### src/rtl/core/mrwt_pkg.sv
`timescale 1ns / 1ps
// ----------------------------------------------------------------------------
// mrwt_pkg: shared types and constants for the Miller-Rabin witness test
// Sequencer states, the multiplier handshake struct and the default operand width.
// ----------------------------------------------------------------------------
package mrwt_pkg;

  localparam int NUMBER_BITS_DEF = 63;

  typedef enum logic [3:0] {
    ST_IDLE,
    ST_MOD_BASE,
    ST_POW_STEP,
    ST_POW_MUL,
    ST_POW_SQR,
    ST_CHECK,
    ST_SQ_LOOP,
    ST_DONE
  } mrwt_state_t;

  typedef struct packed {
    logic start;
    logic done;
  } mrwt_hs_t;

endpackage

### src/rtl/core/mrwt_modmul.sv
`timescale 1ns / 1ps
// ----------------------------------------------------------------------------
// mrwt_modmul: bit-serial modular multiplier
// Computes (x * y) mod n, one bit of y per cycle, most significant first.
// ----------------------------------------------------------------------------
module mrwt_modmul #(
  parameter int W = mrwt_pkg::NUMBER_BITS_DEF
) (
  input  logic              clk,
  input  logic              rst_n,
  input  mrwt_pkg::mrwt_hs_t ctl_i,
  input  logic [W-1:0]      x_i,
  input  logic [W-1:0]      y_i,
  input  logic [W-1:0]      n_i,
  output logic              done_o,
  output logic [W-1:0]      p_o
);
  import mrwt_pkg::*;

  localparam int CW = $clog2(W + 1);

  logic [W-1:0]  acc_r, acc_nxt;
  logic [W-1:0]  y_r, y_nxt;
  logic [CW-1:0] cnt_r, cnt_nxt;
  logic          busy_r, busy_nxt;
  logic          done_r, done_nxt;
  logic [W:0]    dbl, dsub, add, asub;
  logic [W-1:0]  a1;

  always_comb begin
    dbl  = {acc_r, 1'b0};
    dsub = dbl - {1'b0, n_i};
    a1   = dsub[W] ? dbl[W-1:0] : dsub[W-1:0];
    add  = {1'b0, a1} + {1'b0, x_i};
    asub = add - {1'b0, n_i};
    acc_nxt  = acc_r;
    y_nxt    = y_r;
    cnt_nxt  = cnt_r;
    busy_nxt = busy_r;
    done_nxt = 1'b0;
    if (ctl_i.start) begin
      acc_nxt  = '0;
      y_nxt    = y_i;
      cnt_nxt  = CW'(W);
      busy_nxt = 1'b1;
    end else if (busy_r) begin
      if (y_r[W-1]) begin
        acc_nxt = asub[W] ? add[W-1:0] : asub[W-1:0];
      end else begin
        acc_nxt = a1;
      end
      y_nxt   = {y_r[W-2:0], 1'b0};
      cnt_nxt = cnt_r - 1'b1;
      if (cnt_r == CW'(1)) begin
        busy_nxt = 1'b0;
        done_nxt = 1'b1;
      end
    end
  end

  always_ff @(posedge clk) begin
    if (!rst_n) begin
      busy_r <= 1'b0;
      done_r <= 1'b0;
      cnt_r  <= '0;
    end else begin
      busy_r <= busy_nxt;
      done_r <= done_nxt;
      cnt_r  <= cnt_nxt;
    end
    acc_r <= acc_nxt;
    y_r   <= y_nxt;
  end

  assign done_o = done_r;
  assign p_o    = acc_r;
endmodule

### config.mk
export PLATFORM = sky130hd
export DESIGN_NAME = mrwt_modmul
export DESIGN_NICKNAME = d
export VERILOG_FILES = /design/src/rtl/core/mrwt_pkg.sv /design/src/rtl/core/mrwt_modmul.sv
export SDC_FILE = /design/constraint.sdc
export NUM_CORES = 1
export LEC_CHECK = 0
export ABC_AREA = 0
export BUFFER_PORTS_ARGS = -buffer_cell sky130_fd_sc_hd__buf_2
export CORE_MARGIN = 5
export CORE_UTILIZATION = 30
export CTS_CLUSTER_SIZE = 25
export DETAILED_ROUTE_END_ITERATION = 6
export GPL_TIMING_DRIVEN = 1
export PLACE_DENSITY = 0.55
export SLEW_MARGIN = 10
export SYNTH_ARGS = -nofsm -noshare
export SYNTH_HDL_FRONTEND = slang
export SYNTH_SLANG_ARGS = --single-unit
### constraint.sdc
create_clock -name clk -period 11.6 [get_ports clk]
set_clock_uncertainty 0.05 [all_clocks]
set_input_delay 1.16 -clock clk [delete_from_list [all_inputs] [get_ports clk]]
set_output_delay 1.16 -clock clk [all_outputs]
set_load 0.1 [all_outputs]
==> results.md, run 1 <==
* Slew @ Worst Pin at approximately 1100 ps
* Worst EP required at 11910 ps
* Port Buffers at approximately 260
* # fillers at 6411
* Synthesized cell area at between 0.015 and 0.02 mm2
* Fin crit share at 0.934
* Row count at 90
* Worst hold path class: flip-flop to flip-flop
* Post-CTS sizing at 0
* Inserted Clock Buffers at 17
* Global-route wire length before repair at roughly 110000 um
* Number of synthesized flops with an enable pin at 63
* Drt drc at 0
* Post-route ant nets at 0
* Clk slew on worst S/H paths at 70 ps
* CTS max path bufs at 2
* Yosys warns at 0
* Worst path arrival time at around 11000 ps
* Drt first pass iters at 6
* Post-synthesis sequential area ratio at 0.180
* Initial core utilization at 0.303
* Fin crit period at ~11000 ps
* Synthesized netlist cell count at 2321
* Total track usage at 0.207
* Post-DP HPWL at about 60000 um
* Worst-Skew Late Latency at 490 ps
* Max_cap viols at 0
* CORE AREA at approximately 0.061 mm2
* Area delta synth->final at 15.6%
* Max Freq at 92.3 MHz
* Crit path kind: input pin to flip-flop
* DR WL/cell at 21.8 um
* Net Count, Synth at ~2700
* Die area at between 0.06 and 0.07 mm2
* CTS tree: done
* Synth Flop Type: dfxtp_1
* Synth Register Bits at approximately 130
* # hold bufs at CTS at 0
* Nets at approximately 3000
* Syn_area_per_cell at approximately 7.9 um2
* Clock sink count at roughly 130
* Detailed-route via count at between 15000 and 20000
* Crit-path max FO at 26
* CP max-delay cell: and3_2
* Total global routing overflow at 0
* Vias in the first global route at roughly 18000
* Slew Limit Fails at 0
* Setup Buffers After CTS at 0
* Final setup vio count at 0
* Fraction of layout cells with a size suffix above 1 at 0.198
* Routability cong. at 0.970
* Setup TNS at 0 ps
* Status: complete, no violations
* Drt total wl at roughly 73000 um
* Clock Tree Root: clkbuf_16
* CTS H-tree lvls at 4
* Synth cell types at 88
* CP Capture Type: flip-flop
* DIE HEIGHT at 258 um
* Fin worst setup slack at between 700 and 800 ps
* Asr flop ratio synth at 0
* Setup WS pre-CTS at roughly 350 ps
* Largest net degree at the start of global routing at 71
* Vias per std cell at 5.75
* Starting DRT DRC Count at between 1500 and 2000
* Die X at around 260 um
* Final hold vios at 0
* Max_slew headroom at 0.282
* RSZ-0062 raised after global routing: no
* Initial antenna violation count at 1
* Top-level port count at roughly 260
* Startpoint types: input pin
* Worst path max stage delay at roughly 660 ps
## per-stage QoR
step / hold slack [ps] / utilization / instances / cell area, um2
after detailed placement: 474 / 0.340 / 3297 / 20600
after CTS: 487 / 0.351 / 3329 / 21300
after floorplan: 475 / - / 2321 / 18400
final: 485 / 0.351 / 3330 / 21300
after global routing: 518 / 0.351 / 3330 / 21300
after global placement: 472 / 0.340 / 3297 / 20600
## cells in the mapped netlist (all sizes together) (15+ instances only)
cell	number	area [um2]
a21o	102	766
a21oi	236	1180
xnor2	113	997
nand4	50	313
and2	22	138
mux2	123	1400
a221o	17	170
nand2	187	702
o211ai	23	173
ha	190	2380
edfxtp	63	1890
nor2	124	465
clkbuf	102	383
nor2b	18	113
a21boi	17	128
o21a	20	150
a31oi	23	156
nand3	45	225
mux2i	55	551
o21ai	164	821
dfxtp	71	1420
nor3	38	190
and3	20	125
o21bai	43	323
xor2	66	578
nand2b	17	106
buf	17	146
inv	126	473
a22oi	39	303
o31ai	15	113
## cell usage in the layout, fill, tap and decap left out, types with 11 or more instances in the layout
| cell type | n |
|---|---|
| a211oi_1 | 13 |
| a21boi_0 | 17 |
| a21o_1 | 102 |
| a21oi_1 | 235 |
| a221o_1 | 17 |
| a22oi_1 | 37 |
| a31oi_1 | 21 |
| and2_1 | 21 |
| and3_1 | 19 |
| buf_2 | 255 |
| buf_4 | 55 |
| clkbuf_16 | 17 |
| dfxtp_1 | 71 |
| edfxtp_1 | 63 |
| ha_1 | 190 |
| inv_1 | 125 |
| mux2_2 | 118 |
| mux2i_1 | 55 |
| nand2_1 | 186 |
| nand2b_1 | 17 |
| nand3_1 | 45 |
| nand4_1 | 50 |
| nor2_1 | 123 |
| nor2b_1 | 18 |
| nor3_1 | 36 |
| nor4_1 | 11 |
| o211ai_1 | 23 |
| o21a_1 | 20 |
| o21ai_0 | 153 |
| o21ai_1 | 11 |
| o21bai_1 | 43 |
| o31ai_1 | 15 |
| or2_2 | 11 |
| xnor2_1 | 112 |
| xor2_1 | 66 |
## sequential cells by signal, summed over array words and instances (netlist names)
register	flops
done_o	1
cnt_r	6
y_r	63
busy_r	1
p_o	63
## critical path, delay by kind of cell
kind	cells	cell delay (ps)
mux	2	720
simple gates	4	1140
compound gates	19	5410
buf+inv	6	1040
xor+xnor	2	410
fa+ha+maj	3	1190
## per-layer routing
layer / global-route usage / up-vias / share of wire / routed length, um
met5: 0 / - / 0 / 0
met4: 0.0808 / 0 / 0.038 / 2790
met3: 0.0422 / 135 / 0.074 / 5340
met2: 0.336 / 796 / 0.46 / 33200
met1: 0.270 / 9103 / 0.43 / 31300
li1: - / 9109 / - / -
## cell families after synthesis
kind of cell,after synthesis,synth area share
DFF,134,0.180
and+or+nand+nor,575,0.151
muxes,178,0.106
adders and majority gates,193,0.133
xor gates and xnor gates,179,0.0857
AOI/OAI and AO/OA,816,0.290
buffers and inverters,246,0.0547
## final timing paths
path	from	cells after the start	to	slack, ps
worst max-delay path	n_i[18]	36	p_o[2]$_SDFFE_PP0P_	760
worst max register to register	p_o[17]$_SDFFE_PP0P_	34	p_o[2]$_SDFFE_PP0P_	1210
worst min-delay path	p_o[20]$_SDFFE_PP0P_	2	p_o[20]$_SDFFE_PP0P_	480
worst min register to register	p_o[20]$_SDFFE_PP0P_	2	p_o[20]$_SDFFE_PP0P_	480
## area by class of cell
type / instances / area, um2 / area share
flip-flops and latches: 134 / 3310 / 0.156
inverters: 127 / 477 / 0.0224
multi-input cells: 1941 / 14100 / 0.664
repair buffers: 313 / 1750 / 0.0823
clock buffers: 17 / 425 / 0.0200
clock inverters: 15 / 205 / 0.00965
diodes: 1 / 2.50 / 0.000118
well taps: 782 / 978 / 0.0460
Power of run 1 is not shown: default switching activity piles up to over one toggle a cycle in this logic, so the estimate is an artifact.
==> run 2: changes to the inputs <==
CORE_UTILIZATION = 55   (was 30)
PLACE_DENSITY = 0.77   (was 0.55)
==> run 2 against run 1 <==
Effect of this change: routed wire length shrank 11%; setup slack lost 120 ps; clock-buffer cell count did not move; cell count decreased by 10%; flip-flop and latch count stayed put; register-to-register slack lost 60 ps; critical path depth grew 2; via count increased by 0.90%; fmax is 1.1% lower; worst hold slack worse by 1.0 ps; highest routed layer is now met5.
==> results.md, run 2 (same netlist as run 1, synthesis figures left out) <==
* Status: complete, no violations
* Routability cong. at 1.06 (+9.7%)
* Reg area at 0.00331 mm2 (unchanged)
* RR Endpoint: p_o[40]$_SDFFE_PP0P_
* Fin crit period at 10950 ps (+117 ps)
* CP max-delay cell: and3_2
* CTS H-tree lvls at 4 (unchanged)
* Clock sink count at 134 (unchanged)
* Slew @ Worst Pin at 889 ps (-185 ps)
* Drt first pass iters at 6 (unchanged)
* Initial core utilization at 0.552 (+0.249)
* # hold bufs at CTS at 0 (unchanged)
* Slew Limit Fails at 0 (unchanged)
* Global-route wire length before repair at 98600 um (-8.3%)
* Commonest non-fill, non-tap cell in the layout: buf_2
* Most frequent cells in the layout: 255 x buf_2, 235 x a21oi_1, 190 x ha_1, 187 x nand2_1, 153 x o21ai_0
* DIE HEIGHT at 193 um (-25%)
* Fraction of layout cells with a size suffix above 1 at 0.193 (-0.00483)
* Worst path max stage delay at 820 ps (+160 ps)
* Post-CTS sizing at 0 (unchanged)
* RSZ-0062 raised after global routing: no
* CTS max path bufs at 2 (unchanged)
* CORE AREA at 0.0333 mm2 (-45%)
* CTS tree: done
* Top-level port count at 257 (unchanged)
* Drt total wl at 64600 um (-11%)
* Startpoint types: input pin
* Inserted Clock Buffers at 17 (unchanged)
* Die X at 193 um (-25%)
* Post-route ant nets at 0 (unchanged)
* Hold Crit Depth at 2 (unchanged)
* Initial antenna violation count at 1 (unchanged)
* Crit path kind: input pin to flip-flop
* Setup Buffers After CTS at 0 (unchanged)
* Fin worst setup slack at 645 ps (-117 ps)
* Clock Tree Root: clkbuf_16
* Worst EP required at 11870 ps (-40 ps)
* Worst Hold Launch: p_o[20]$_SDFFE_PP0P_
* Multi-input gate area at 0.0141 mm2 (about the same)
* Worst hold path endpoint: p_o[20]$_SDFFE_PP0P_
* Vias per std cell at 6.48 (+13%)
* Drt drc at 0 (unchanged)
* Clk slew on worst S/H paths at 80 ps (about the same)
* Die area at 0.0372 mm2 (-44%)
* Worst path arrival time at 11230 ps (+80 ps)
* DR WL/cell at 21.7 um (-0.51%)
* Max_cap viols at 0 (unchanged)
* Core Util, Final at 0.623 (+0.272)
* Setup WS pre-CTS at 475 ps (+124 ps)
* Largest net degree at the start of global routing at 72 (+1.4%)
* Crit-path max FO at 32 (+23%)
* CP Capture Type: flip-flop
* Area delta synth->final at 12.8%
* Setup TNS at 0 ps (unchanged)
* Port Buffers at 255 (unchanged)
* Row count at 67 (-26%)
* Max Freq at 91.3 MHz (-1.1%)
* Final hold vios at 0 (unchanged)
* Detailed-route via count at 19300 (+0.90%)
* Total track usage at 0.335 (+0.128)
* Nets at 2906 (-0.48%)
* FF-to-FF Start: p_o[17]$_SDFFE_PP0P_
* Fin crit share at 0.944 (+0.0101)
* Reg2reg path depth at 36 (+5.9%)
* # fillers at 3103 (-52%)
* Total global routing overflow at 0 (unchanged)
* Worst-Skew Late Latency at 450 ps (-40 ps)
* Worst hold path class: flip-flop to flip-flop
* Flop2flop setup slack at 1150 ps (-60 ps)
* Post-DP HPWL at 51900 um (-13%)
* Vias in the first global route at 18500 (+2.0%)
* Starting DRT DRC Count at 1848 (+14%)
* Final setup vio count at 0 (unchanged)
* Max_slew headroom at 0.404 (+0.122)
-- run 2: area by class of cell --
class	count	area share
Multi-Input combinational cell	1941	0.680
Sequential cell	134	0.160
Timing Repair Buffer	299	0.0799
Tap cell	448	0.0270
Inverter	127	0.0230
Clock buffer	17	0.0205
Clock inverter	15	0.00966
Antenna cell	1	0.000121
-- run 2: per-stage QoR --
| step | instances | hold WS [ps] | area [um2] |
|---|---|---|---|
| final | 2982 | 484 | 20700 |
| after global routing | 2981 | 499 | 20700 |
| after CTS | 2981 | 485 | 20700 |
| after detailed placement | 2949 | 472 | 20100 |
| after global placement | 2949 | 468 | 20100 |
| after floorplan | 2321 | 475 | 18400 |
-- run 2: routing by layer --
layer / GRT usage / routed length (um)
met1: 0.427 / 26000
met2: 0.542 / 29100
met3: 0.0630 / 6010
met4: 0.168 / 3460
met5: 0 / 20
-- run 2: how the worst max path moves through the flow --
stage | startpoint | end | slack [ps] | depth (start not counted)
floorplan | n_i[18] | p_o[2]$_SDFFE_PP0P_ | 2070 | 37
global placement | n_i[18] | p_o[48]$_SDFFE_PP0P_ | 570 | 38
detailed placement | n_i[18] | p_o[48]$_SDFFE_PP0P_ | 480 | 38
CTS | n_i[18] | p_o[40]$_SDFFE_PP0P_ | 900 | 35
global route | n_i[4] | p_o[40]$_SDFFE_PP0P_ | 170 | 38
finish | n_i[18] | p_o[40]$_SDFFE_PP0P_ | 650 | 38
-- run 2: critical path, delay by kind of cell --
kind | cells | cell delay (ps)
compound gates | 16 | 3840
xor+xnor | 2 | 410
fa+ha+maj | 3 | 1240
buf+inv | 6 | 1260
mux | 2 | 760
simple gates | 9 | 2530
Power of run 2 is left out for the same reason.
==> run 3: changes to the inputs <==
==> constraint.sdc (replaced) <==
create_clock -name clk -period 11.6 [get_ports clk]
set_clock_uncertainty 0.05 [all_clocks]
set_input_delay 1.74 -clock clk [delete_from_list [all_inputs] [get_ports clk]]
set_output_delay 1.74 -clock clk [all_outputs]
set_load 0.1 [all_outputs]
==> run 3 against run 2 <==
Effect of this change: critical path depth fell by 4; die area did not move; highest routed layer unchanged; non-clock buffer count rose by 57; global-route usage rose by 0.94 points; clock-buffer cell count did not move; critical endpoint unchanged.
==> results.md, run 3 (same netlist as run 1, synthesis figures left out) <==
* Status: complete, no violations
* WL met3 at 5790 um (-3.8%)
* CTS tree: done
* Top sig layer: met5
* Clock Tree Root: clkbuf_16
* Initial antenna violation count at 1 (unchanged)
* # fillers at 3022 (-2.6%)
* Row count at 67 (unchanged)
* CORE AREA at 0.0333 mm2 (unchanged)
* Crit-path max FO at 12 (-63%)
* RSZ-0062 raised after global routing: no
* DR WL/cell at 21.9 um (+1.1%)
* Area delta synth->final at 15.2%
* Hold Crit Depth at 2 (unchanged)
* Vias per std cell at 6.49 (+0.14%)
* Crit path kind: input pin to flip-flop
* Largest net degree at the start of global routing at 72 (unchanged)
* Die area at 0.0372 mm2 (unchanged)
* CP max-delay cell: a21oi_1
* Worst Hold Launch: p_o[20]$_SDFFE_PP0P_
* Post-DP HPWL at 53200 um (+2.5%)
* Vias in the first global route at 18700 (+0.82%)
* Flop2flop setup slack at 1580 ps (+430 ps)
* Initial core utilization at 0.552 (unchanged)
* Die X at 193 um (unchanged)
* Fraction of layout cells with a size suffix above 1 at 0.212 (+0.0185)
* Clock sink count at 134 (unchanged)
* Max Freq at 90.3 MHz (-1.1%)
* Final hold vios at 0 (unchanged)
* CTS H-tree lvls at 4 (unchanged)
* Worst-Skew Late Latency at 450 ps (about the same)
* CP Capture Type: flip-flop
* Worst hold path endpoint: p_o[20]$_SDFFE_PP0P_
* Starting DRT DRC Count at 1811 (-2.0%)
* RR Endpoint: p_o[40]$_SDFFE_PP0P_
* Fin crit share at 0.954 (+0.0100)
* Max_cap viols at 0 (unchanged)
* Slew @ Worst Pin at 889 ps (+0.450 ps)
* Core Util, Final at 0.636 (+0.0132)
* Setup WS pre-CTS at 299 ps (-177 ps)
* Post-route ant nets at 0 (unchanged)
* Worst path max stage delay at 570 ps (-250 ps)
* DIE HEIGHT at 193 um (unchanged)
* Routed met2 length at 29600 um (+1.6%)
* N_diodes at 0 (-1)
* Fin worst setup slack at 529 ps (-116 ps)
* Slew Limit Fails at 0 (unchanged)
* Fin crit period at 11070 ps (+116 ps)
* Commonest non-fill, non-tap cell in the layout: buf_2
* Total track usage at 0.344 (+0.00944)
* Detailed-route via count at 19700 (+2.0%)
* Multi-input gate area at 0.0141 mm2 (about the same)
* Worst EP required at 11870 ps (about the same)
* Top-level port count at 257 (unchanged)
* Met1 wire length at 27100 um (+4.1%)
* Port Buffers at 255 (unchanged)
* Clk slew on worst S/H paths at 80 ps (about the same)
* Final setup vio count at 0 (unchanged)
* Worst path arrival time at 11340 ps (+110 ps)
* Max_slew headroom at 0.404 (about the same)
* Drt total wl at 66500 um (+3.0%)
* CP most frequent cell: ha_1
* Reg2reg path depth at 32 (-11%)
* Global-route wire length before repair at 101000 um (+2.5%)
* Routability cong. at 0.996 (-6.3%)
* Inserted Clock Buffers at 17 (unchanged)
* Most frequent cells in the layout: 255 x buf_2, 235 x a21oi_1, 190 x ha_1, 187 x nand2_1, 153 x o21ai_0
* Worst hold path class: flip-flop to flip-flop
* Nets at 2963 (+2.0%)
* Startpoint types: input pin
* Setup TNS at 0 ps (unchanged)
* Drt drc at 0 (unchanged)
* FF-to-FF Start: p_o[7]$_SDFFE_PP0P_
* Total global routing overflow at 0 (unchanged)
* Reg area at 0.00331 mm2 (unchanged)
* CTS max path bufs at 2 (unchanged)
* Drt first pass iters at 7 (+1)
* # hold bufs at CTS at 0 (unchanged)
==> run 3: stage by stage <==
step / instances / instance area [um2] / hold slack, ps
2_1_floorplan: 2321 / 18400 / 475
3_3_place_gp: 3006 / 20500 / 471
3_5_place_dp: 3006 / 20500 / 476
4_1_cts: 3038 / 21200 / 492
5_1_grt: 3038 / 21200 / 522
6_report: 3038 / 21200 / 491
==> run 3: worst max-delay path: cells and delay by family <==
kind / cells / cell delay [ps]
buf+inv: 6 / 820
xor+xnor: 2 / 480
mux: 2 / 700
fa+ha+maj: 3 / 1120
simple gates: 6 / 2090
compound gates: 15 / 4360
==> run 3: layout make-up <==
type | instances | area share
clock buffers | 17 | 0.0201
multi-input cells | 1941 | 0.666
clock inverters | 15 | 0.00957
flip-flops and latches | 134 | 0.157
repair buffers | 356 | 0.0985
well taps | 448 | 0.0265
inverters | 127 | 0.0225
==> run 3: layer usage <==
metal  vias up  GRT usage
met5         -          0
met4         2      0.189
met3       227     0.0577
met2      1101      0.546
met1      9175      0.445
li1       9202          -
==> run 3: timing repair <==
item                       in CTS  in global routing
buffers inserted                0                  0
setup endpoints to repair       0                  9
gates resized for setup         0                  2
==> run 3: worst max-delay path by stage <==
| stage | start | endpoint | slack [ps] | depth (start not counted) |
|---|---|---|---|---|
| finish | n_i[8] | p_o[40]$_SDFFE_PP0P_ | 530 | 34 |
| global route | n_i[22] | p_o[40]$_SDFFE_PP0P_ | 120 | 37 |
| CTS | n_i[8] | p_o[40]$_SDFFE_PP0P_ | 700 | 37 |
| detailed placement | n_i[8] | p_o[40]$_SDFFE_PP0P_ | 300 | 37 |
| global placement | n_i[8] | p_o[40]$_SDFFE_PP0P_ | 440 | 37 |
| floorplan | n_i[18] | p_o[2]$_SDFFE_PP0P_ | 1490 | 37 |
Power of run 3 is left out for the same reason.
